<file path="config.mk">
export PLATFORM = sky130hd
export DESIGN_NAME = vector_angle_key_filter
export DESIGN_NICKNAME = d
export VERILOG_FILES = /design/src/hw/rtl/vakf_pkg.sv /design/src/hw/rtl/vakf_cos.sv /design/src/hw/rtl/vector_angle_key_filter.sv
export SDC_FILE = /design/constraint.sdc
export NUM_CORES = 2
export LEC_CHECK = 0
export ABC_AREA = 1
export BUFFER_PORTS_ARGS = -buffer_cell sky130_fd_sc_hd__buf_2
export CORE_AREA = 4 4 411 413
export CTS_CLUSTER_SIZE = 10
export DETAILED_ROUTE_END_ITERATION = 12
export DIE_AREA = 0 0 415 417
export PLACE_DENSITY = 0.67
export SYNTH_ARGS = -nofsm -noshare
export SYNTH_HDL_FRONTEND = slang
export SYNTH_SLANG_ARGS = --single-unit
</file>
<file path="constraint.sdc">
create_clock -name clk_i -period 22.1 [get_ports clk_i]
set_input_delay 2.21 -clock clk_i [delete_from_list [all_inputs] [get_ports clk_i]]
set_output_delay 2.21 -clock clk_i [all_outputs]
set_load 0.02 [all_outputs]
</file>
<file path="src/hw/rtl/vakf_pkg.sv">
// Shared types and constants for the vector angle key filter.
// Used by vakf_cos and vector_angle_key_filter; depends on nothing else.
package vakf_pkg;

  typedef struct packed {
    logic [15:0] x;
    logic [15:0] y;
    logic [15:0] z;
  } vec_t;

  // One cosine result from the pair unit to the sequencer
  typedef struct packed {
    logic        valid;
    logic [16:0] cos;
  } cos_res_t;

  localparam int unsigned VectorCount = 5;
  localparam int unsigned StoreDepth  = VectorCount - 1;

  localparam logic [16:0] OneQ16 = 17'h10000;

  localparam logic [1:0] CfgCosThreshold = 2'd0;
  localparam logic [1:0] CfgRewardBase   = 2'd1;
  localparam logic [1:0] CfgRewardGain   = 2'd2;

  localparam logic [16:0] CosThresholdRst = 17'd15729;
  localparam logic [15:0] RewardBaseRst   = 16'd1000;
  localparam logic [15:0] RewardGainRst   = 16'd10000;

  // ceil(2^20 / 3): exact divide by three for values below 2^19
  localparam logic [18:0] RecipThree = 19'd349526;

endpackage

</file>
<file path="src/hw/rtl/vakf_cos.sv">
// Bit-serial pair cosine unit: dot and norms, norm product, square root, divide.
// Depends on vakf_pkg.
module vakf_cos (
  input  logic               clk_i,
  input  logic               rst_ni,
  input  logic               start_i,
  input  vakf_pkg::vec_t     a_i,
  input  vakf_pkg::vec_t     b_i,
  output vakf_pkg::cos_res_t res_o
);
  import vakf_pkg::*;

  typedef enum logic [2:0] {S_IDLE, S_MAC, S_MUL, S_SQRT, S_DIV} state_e;

  state_e     state_q;
  logic [5:0] cnt_q;
  vec_t       a_q, b_q, sa_q, sb_q;
  logic [33:0] dot_q, na_q, nb_q, mb_q, root_q;
  logic [33:0] dot_d, na_d, nb_d, root_d;
  logic [67:0] acc_q, acc_d;
  logic [34:0] rem_q, rem_sq_d, rem_dv_d;
  logic [36:0] rem_sh, trial, sq_diff;
  logic [35:0] dv_sh, dv_diff;
  logic        sq_ge, dv_ge;
  logic [16:0] nlow_q, quo_q, quo_d;
  cos_res_t    res_q;

  function automatic logic [33:0] tap(logic sel, logic [15:0] v);
    return sel ? {18'b0, v} : 34'b0;
  endfunction

  always_comb begin
    // MSB-first shift-add over the multiplier bits
    dot_d = {dot_q[32:0], 1'b0} + tap(sb_q.x[15], a_q.x) + tap(sb_q.y[15], a_q.y)
          + tap(sb_q.z[15], a_q.z);
    na_d  = {na_q[32:0], 1'b0} + tap(sa_q.x[15], a_q.x) + tap(sa_q.y[15], a_q.y)
          + tap(sa_q.z[15], a_q.z);
    nb_d  = {nb_q[32:0], 1'b0} + tap(sb_q.x[15], b_q.x) + tap(sb_q.y[15], b_q.y)
          + tap(sb_q.z[15], b_q.z);
    acc_d = {acc_q[66:0], 1'b0} + (mb_q[33] ? {34'b0, na_q} : 68'b0);

    // Restoring square root, two radicand bits per step
    rem_sh   = {rem_q, acc_q[67:66]};
    trial    = {1'b0, root_q, 2'b01};
    sq_ge    = rem_sh >= trial;
    sq_diff  = rem_sh - trial;
    rem_sq_d = sq_ge ? sq_diff[34:0] : rem_sh[34:0];
    root_d   = {root_q[32:0], sq_ge};

    // Restoring division, one quotient bit per step
    dv_sh    = {rem_q, nlow_q[16]};
    dv_ge    = dv_sh >= {2'b0, root_q};
    dv_diff  = dv_sh - {2'b0, root_q};
    rem_dv_d = dv_ge ? dv_diff[34:0] : dv_sh[34:0];
    quo_d    = {quo_q[15:0], dv_ge};
  end

  always_ff @(posedge clk_i or negedge rst_ni) begin
    if (!rst_ni) begin
      state_q     <= S_IDLE;
      cnt_q       <= '0;
      res_q.valid <= 1'b0;
    end else begin
      res_q.valid <= 1'b0;
      case (state_q)
        S_IDLE: begin
          if (start_i) begin
            a_q     <= a_i;
            sa_q    <= a_i;
            b_q     <= b_i;
            sb_q    <= b_i;
            dot_q   <= '0;
            na_q    <= '0;
            nb_q    <= '0;
            cnt_q   <= 6'd15;
            state_q <= S_MAC;
          end
        end
        S_MAC: begin
          dot_q  <= dot_d;
          na_q   <= na_d;
          nb_q   <= nb_d;
          sa_q.x <= {sa_q.x[14:0], 1'b0};
          sa_q.y <= {sa_q.y[14:0], 1'b0};
          sa_q.z <= {sa_q.z[14:0], 1'b0};
          sb_q.x <= {sb_q.x[14:0], 1'b0};
          sb_q.y <= {sb_q.y[14:0], 1'b0};
          sb_q.z <= {sb_q.z[14:0], 1'b0};
          cnt_q  <= cnt_q - 6'd1;
          if (cnt_q == 6'd0) begin
            mb_q    <= nb_d;
            acc_q   <= '0;
            cnt_q   <= 6'd33;
            state_q <= S_MUL;
          end
        end
        S_MUL: begin
          acc_q <= acc_d;
          mb_q  <= {mb_q[32:0], 1'b0};
          cnt_q <= cnt_q - 6'd1;
          if (cnt_q == 6'd0) begin
            rem_q   <= '0;
            root_q  <= '0;
            cnt_q   <= 6'd33;
            state_q <= S_SQRT;
          end
        end
        S_SQRT: begin
          acc_q  <= {acc_q[65:0], 2'b00};
          rem_q  <= rem_sq_d;
          root_q <= root_d;
          cnt_q  <= cnt_q - 6'd1;
          if (cnt_q == 6'd0) begin
            if (dot_q == '0 || root_d == '0) begin
              res_q.valid <= 1'b1;
              res_q.cos   <= OneQ16;
              state_q     <= S_IDLE;
            end else begin
              rem_q   <= {2'b00, dot_q[33:1]};
              nlow_q  <= {dot_q[0], 16'b0};
              quo_q   <= '0;
              cnt_q   <= 6'd16;
              state_q <= S_DIV;
            end
          end
        end
        S_DIV: begin
          rem_q  <= rem_dv_d;
          nlow_q <= {nlow_q[15:0], 1'b0};
          quo_q  <= quo_d;
          cnt_q  <= cnt_q - 6'd1;
          if (cnt_q == 6'd0) begin
            res_q.valid <= 1'b1;
            res_q.cos   <= (quo_d > OneQ16) ? OneQ16 : quo_d;
            state_q     <= S_IDLE;
          end
        end
        default: state_q <= S_IDLE;
      endcase
    end
  end

  assign res_o = res_q;

endmodule

</file>
<file path="src/hw/rtl/vector_angle_key_filter.sv">
// Top level of the vector angle key filter: vector store, pair sequencer, reward.
// Depends on vakf_pkg and vakf_cos.
//
// Usage: drive vec_x_i/vec_y_i/vec_z_i and raise start_i; a vector transfers at
// a rising edge with start_i high and busy_o low. The first four vectors of a
// key are stored, one per cycle, with busy_o staying low. The fifth starts the
// evaluation and busy_o rises until the result is out.
// Each of the four pair cosines runs through one shared bit-serial unit:
// dot/norm accumulation, norm product, square root and division (the division
// is skipped on a zero dot product or a zero root, giving a cosine of one).
// The pairs run one after another; the reward is then computed in the states
// ST_MUL, ST_SUB and ST_DIV3.
// The result (accepted_o, reward_o, max_cosine_o) is shown for one cycle with
// done_o high; the receiver takes it then and cannot stall it.
// Configuration writes (cfg_we_i, cfg_idx_i, cfg_wdata_i) take effect at once
// and belong in idle time. Reset empties the key and restores the register
// defaults; stored vectors keep no reset value.
module vector_angle_key_filter (
  input  logic        clk_i,
  input  logic        rst_ni,
  input  logic        start_i,
  output logic        busy_o,
  input  logic [15:0] vec_x_i,
  input  logic [15:0] vec_y_i,
  input  logic [15:0] vec_z_i,
  input  logic        cfg_we_i,
  input  logic [1:0]  cfg_idx_i,
  input  logic [16:0] cfg_wdata_i,
  output logic        done_o,
  output logic        accepted_o,
  output logic [16:0] reward_o,
  output logic [16:0] max_cosine_o
);
  import vakf_pkg::*;

  typedef enum logic [2:0] {
    ST_LOAD, ST_GO, ST_WAIT, ST_MUL, ST_SUB, ST_DIV3
  } state_e;

  state_e      state_q;
  logic [2:0]  cnt_q;
  logic [1:0]  pair_q;
  vec_t        store_q [StoreDepth];
  vec_t        v4_q, vec_in, pa, pb;
  logic [16:0] thr_q, max_q;
  logic [15:0] base_q, gain_q;
  logic [18:0] sum_q, sum_d;
  logic        below_q, busy_q, done_q, acc_ok_q;
  logic [16:0] reward_q, maxo_q;
  logic [34:0] prod_q;
  logic [39:0] n_q, pos_part, neg_part;
  logic [16:0] bg_sum;
  logic [18:0] m3;
  logic [37:0] m3_mul;
  logic        cos_start;
  cos_res_t    cos_res;

  assign vec_in    = '{x: vec_x_i, y: vec_y_i, z: vec_z_i};
  assign cos_start = (state_q == ST_GO);

  // Pair order: (v0,v3) (v3,v2) (v2,v1) (v1,v4)
  always_comb begin
    case (pair_q)
      2'd0:    begin pa = store_q[0]; pb = store_q[3]; end
      2'd1:    begin pa = store_q[3]; pb = store_q[2]; end
      2'd2:    begin pa = store_q[2]; pb = store_q[1]; end
      default: begin pa = store_q[1]; pb = v4_q;       end
    endcase
  end

  vakf_cos u_cos (
    .clk_i  (clk_i),
    .rst_ni (rst_ni),
    .start_i(cos_start),
    .a_i    (pa),
    .b_i    (pb),
    .res_o  (cos_res)
  );

  always_comb begin
    sum_d    = sum_q + {2'b00, cos_res.cos};
    bg_sum   = {1'b0, base_q} + {1'b0, gain_q};
    // (base + gain) * 3 * 2^19 + 2^18 * 3
    pos_part = {3'b000, bg_sum, 20'b0} + {4'b0000, bg_sum, 19'b0} + 40'd786432;
    // gain * sum * 25
    neg_part = {1'b0, prod_q, 4'b0} + {2'b00, prod_q, 3'b0} + {5'b0, prod_q};
    m3       = n_q[37:19];
    m3_mul   = m3 * RecipThree;
  end

  always_ff @(posedge clk_i or negedge rst_ni) begin
    if (!rst_ni) begin
      state_q <= ST_LOAD;
      cnt_q   <= '0;
      pair_q  <= '0;
      busy_q  <= 1'b0;
      done_q  <= 1'b0;
      thr_q   <= CosThresholdRst;
      base_q  <= RewardBaseRst;
      gain_q  <= RewardGainRst;
    end else begin
      done_q <= 1'b0;
      if (cfg_we_i) begin
        case (cfg_idx_i)
          CfgCosThreshold: thr_q  <= cfg_wdata_i;
          CfgRewardBase:   base_q <= cfg_wdata_i[15:0];
          CfgRewardGain:   gain_q <= cfg_wdata_i[15:0];
          default:         ;
        endcase
      end
      case (state_q)
        ST_LOAD: begin
          if (start_i) begin
            if (cnt_q < 3'(StoreDepth)) begin
              store_q[cnt_q[1:0]] <= vec_in;
              cnt_q <= cnt_q + 3'd1;
            end else begin
              v4_q    <= vec_in;
              cnt_q   <= '0;
              pair_q  <= '0;
              sum_q   <= '0;
              max_q   <= '0;
              below_q <= 1'b1;
              busy_q  <= 1'b1;
              state_q <= ST_GO;
            end
          end
        end
        ST_GO: state_q <= ST_WAIT;
        ST_WAIT: begin
          if (cos_res.valid) begin
            sum_q <= sum_d;
            if (cos_res.cos > max_q) max_q <= cos_res.cos;
            if (!(cos_res.cos < thr_q)) below_q <= 1'b0;
            if (pair_q == 2'd3) begin
              state_q <= ST_MUL;
            end else begin
              pair_q  <= pair_q + 2'd1;
              state_q <= ST_GO;
            end
          end
        end
        ST_MUL: begin
          prod_q   <= gain_q * sum_q;
          acc_ok_q <= below_q && (sum_q != '0);
          state_q  <= ST_SUB;
        end
        ST_SUB: begin
          n_q     <= pos_part - neg_part;
          state_q <= ST_DIV3;
        end
        ST_DIV3: begin
          // Negative totals saturate to zero
          done_q   <= 1'b1;
          maxo_q   <= max_q;
          reward_q <= (acc_ok_q && !n_q[39]) ? m3_mul[36:20] : 17'd0;
          busy_q   <= 1'b0;
          state_q  <= ST_LOAD;
        end
        default: state_q <= ST_LOAD;
      endcase
    end
  end

  assign busy_o       = busy_q;
  assign done_o       = done_q;
  assign accepted_o   = acc_ok_q;
  assign reward_o     = reward_q;
  assign max_cosine_o = maxo_q;

`ifndef SYNTHESIS
  a_single_result: assert property (@(posedge clk_i) disable iff (!rst_ni)
    done_o |=> !done_o) else $error("result strobe held for two cycles");
  a_fifth_goes_busy: assert property (@(posedge clk_i) disable iff (!rst_ni)
    (start_i && !busy_o && cnt_q == 3'(StoreDepth)) |=> busy_o)
    else $error("fifth vector did not start evaluation");
  a_reject_no_reward: assert property (@(posedge clk_i) disable iff (!rst_ni)
    (done_o && !accepted_o) |-> (reward_o == '0))
    else $error("reward given for rejected key");
  a_count_range: assert property (@(posedge clk_i) disable iff (!rst_ni)
    cnt_q <= 3'(StoreDepth)) else $error("vector count out of range");
  a_done_frees: assert property (@(posedge clk_i) disable iff (!rst_ni)
    done_o |-> !busy_o) else $error("busy still high with result");
`endif

endmodule
</file>
==> parameters.txt <==
Parameter                              Value

Run status
  Result of the run ... complete, no violations

Logic synthesis
  Top cells by instance count after synthesis ... nand2_1 (2006), inv_1 (1565), edfxtp_1 (865)
  Library cell occupying the most area in the post-synthesis netlist ... edfxtp_1
  Mapped Nets ... approximately 9700
  Number of warnings printed during yosys synthesis ... 0
  Syn Area/Cell ... 8.71 um^2
  Number of flops mapped to enable cells by yosys ... 865
  Cell with the most instances after synthesis ... nand2_1
  Synth Flop Type ... edfxtp_1
  Area fraction of the dominant cell type after synthesis ... 0.351
  Post-synthesis instance area ... 0.0740 mm^2
  Portion of the post-synthesis area used by sequential elements ... 0.375
  Post-synthesis sequential element count ... a little over 900
  Synth Instances ... 8502
  Async SR Flop Fraction ... 0.0739
  Biggest area contributors in the synthesized netlist ... edfxtp_1 (35%), fa_1 (14%), nand2_1 (10%), ha_1 (9.6%), inv_1 (7.9%)
  Netlist cell types ... 68

Timing
  Tcrit/Tclk final ... 0.293
  Number of setup violations in the final report ... 0
  Slew Viols, Final ... 0
  Setup tns final ... 0 ps
  Slew HR ... 0.171
  Least-Margin Pin Slew ... about 1200 ps
  F_max ... approximately 150 MHz
  Final worst hold slack ... 457 ps
  Number of failing hold endpoints at the final stage ... 0
  Final clock skew ... 70.6 ps
  Time the worst path needs with I/O delays and setup ... 6480 ps
  RSZ-0062 raised after global routing ... no
  Crit path setup slack, layout ... 15620 ps

Power
  Total power ... 0.0114 W
  PwrDens ... about 140 mW/mm^2
  Leak ... 36.9 nW
  VDD IR-drop max ... between 0.0003 and 0.0004 V

Worst setup path
  R2R depth ... 21
  Peak per-stage delay on the critical path ... 1000 ps
  Crit path capture ... prod_q[32]$_DFFE_PP_
  Number of stages on the worst setup path ... 21
  RR Endpoint ... prod_q[32]$_DFFE_PP_
  Required time of the critical path ... between 20000 and 25000 ps
  Setup slack, reg-to-reg ... 15620 ps
  Beginning of the critical path ... sum_q[10]$_SDFFCE_PN0P_
  WS Path Type ... register to register
  Slowest cell on the critical path ... edfxtp_1
  Sequence of cells on the critical path ... nand2_1 -> fa_1 -> fa_1 -> fa_1 -> inv_1 -> fa_1 -> fa_1 -> inv_1 -> fa_1 -> inv_1 -> ha_1 -> nand2_1 -> inv_1 -> nand3_1 -> o21ai_0 -> nand2_1 -> nand3_1 -> nand2_1 -> o211ai_1 -> a21oi_1 -> xnor2_1
  Crit-path max FO ... 18
  Worst Setup End Kind ... register
  Cell type with the highest occurrence count on the critical path ... fa_1
  Crit path arrival time ... 6950 ps
  Dominant delay contributor by cell family on the critical path ... adder cells
  Startpoint types ... register
  Launch point of the worst reg-to-reg path ... sum_q[10]$_SDFFCE_PN0P_
  Combined buffer and inverter count along the critical path ... 4

Clock tree
  Deepest clock path buffer count ... 3
  Clock buffer count from CTS ... 112
  Clk Tree Root Cell ... clkbuf_16
  Max H-tree Level ... 3
  CTS Hold Bufs ... 0
  Setup repair bufs after CTS ... 0
  Worst-Skew Late Latency ... about 790 ps
  TritonCTS clock tree ... done
  Post-cts resize count ... 0
  Clock sink count ... 934
  Clock transition at the registers of the reported paths ... 60 ps

Cells and area
  Fraction of layout instances using a drive strength above 1 ... 0.0484
  Final net count ... 9687
  Post-Layout Cell Count ... 10800
  Area Overhead vs Synth ... 8.33%

Die
  Die H ... 417 um
  Die Footprint ... 0.173 mm^2
  Number of top-level pins ... 108
  Floorplan row count ... 149
  Horizontal die dimension ... just over 400 um
  Core Area ... 0.165 mm^2
  Starting Density ... 0.449

Drt
  ANT nets after route ... 0
  Total number of vias ... a little under 60000
  Count of routing violations after the opening detailed-route iteration ... between 5000 and 6000
  # DRC ... 0
  Number of optimization iterations in the first detailed-route pass ... 9
  Vias/cell ... 5.42
  Total Wirelength ... 210000 um
  Routed wire length per instance ... 19.5 um

Global routing
  GR Overflow Total ... 0
  Vias in the first global route ... between 50000 and 60000
  Largest net degree at the start of global routing ... 174
  GRT Resource Usage Total ... 0.240
  Global-route wire length before repair ... 328000 um
  Initial antenna violation count ... 8

Flow run
  Maxcap violations ... 0

Min path
  Hold wc startpoint ... max_q[10]$_SDFFCE_PN0P_
  Kind of path behind the tightest hold check ... register to register

Placement
  Number of port buffers ... approximately 110
  Dpl ws ... around 16000 ps
  Final HPWL from detailed placement ... ~160000 um
  Placed cell count ... 10600
  Final RePlAce weighted congestion ... 0.961
sequential cells by signal, summed over array words and instances, names as in the netlist, 20 cells and up:
signal,cells
u_cos.root_q,34
u_cos.na_q,34
u_cos.nb_q,33
u_cos.rem_q,35
u_cos.sa_q,48
u_cos.a_q,48
prod_q,35
u_cos.mb_q,34
u_cos.b_q,48
store_q,192
n_q,20
u_cos.dot_q,34
v4_q,48
u_cos.sb_q,48
u_cos.acc_q,68
cells by family (layout without fill, tap and decap cells):
family,after synthesis,in the layout,synth area share
and+or+nand+nor,3133,3133,0.173
adders and majority gates,1090,1090,0.237
DFF,934,934,0.375
other,0,4,0
AOI/OAI and AO/OA,1380,1380,0.104
buffers and inverters,1815,1891,0.0933
xor gates and xnor gates,150,150,0.0177
cells in the final DEF, fill, tap and decap left out, types with 27 or more instances in the layout:
cell type,netlist,layout
xnor2_1,78,78
inv_1,1565,1565
clkbuf_16,0,113
o21a_1,27,27
nor3_1,89,87
fa_1,520,520
nand2_1,2006,2006
nor4_1,30,29
xor2_1,72,72
a21o_1,43,43
a21oi_1,551,551
nand4_1,65,65
ha_1,570,566
nand3_1,252,252
a32oi_1,45,45
dfrtp_1,49,49
a31oi_1,30,30
o21bai_1,39,37
buf_4,4,45
buf_2,8,106
edfxtp_1,865,865
nor2_1,589,579
o21ai_0,524,522
layer usage:
layer,vias to the layer above,GRT usage,share of wire
met3,383,0.0321,0.066
met4,0,0.0877,0.038
met5,-,0,0
met2,2114,0.397,0.47
met1,28300,0.322,0.42
li1,27600,-,-
stage by stage:
stage / cell area [um^2] / util
2_1_floorplan: 74000 / -
4_1_cts: 80200 / 0.487
3_5_place_dp: 76800 / 0.466
5_1_grt: 80200 / 0.487
6_report: 80200 / 0.487
3_3_place_gp: 76800 / 0.466
report_power, final:
group / switching (W) / total (W) / leakage, nW / internal (W)
Clock: 0.000748 / 0.00173 / 1.62 / 0.000983
Combinational: 0.00450 / 0.00727 / 26.7 / 0.00278
Sequential: 0.0000452 / 0.00237 / 8.59 / 0.00233
cell type report:
cell class,instances,area (um^2)
sequential,934,27700
clock inverter,27,394
tap,2189,2740
timing repair buffer,152,888
clock buffer,139,2960
inverter,1573,5920
multi-input combinational,5753,39600
fill,15700,84600
antenna,4,10.0
worst min-delay path by stage:
stage	cells past startpoint	endpoint
6_report	0	max_cosine_o[10]$_DFFE_PP_
3_5_place_dp	0	max_cosine_o[14]$_DFFE_PP_
3_3_place_gp	0	max_cosine_o[14]$_DFFE_PP_
5_1_grt	0	max_cosine_o[4]$_DFFE_PP_
2_1_floorplan	0	max_cosine_o[10]$_DFFE_PP_
4_1_cts	0	max_cosine_o[14]$_DFFE_PP_
(Power assumes the default switching activity.)
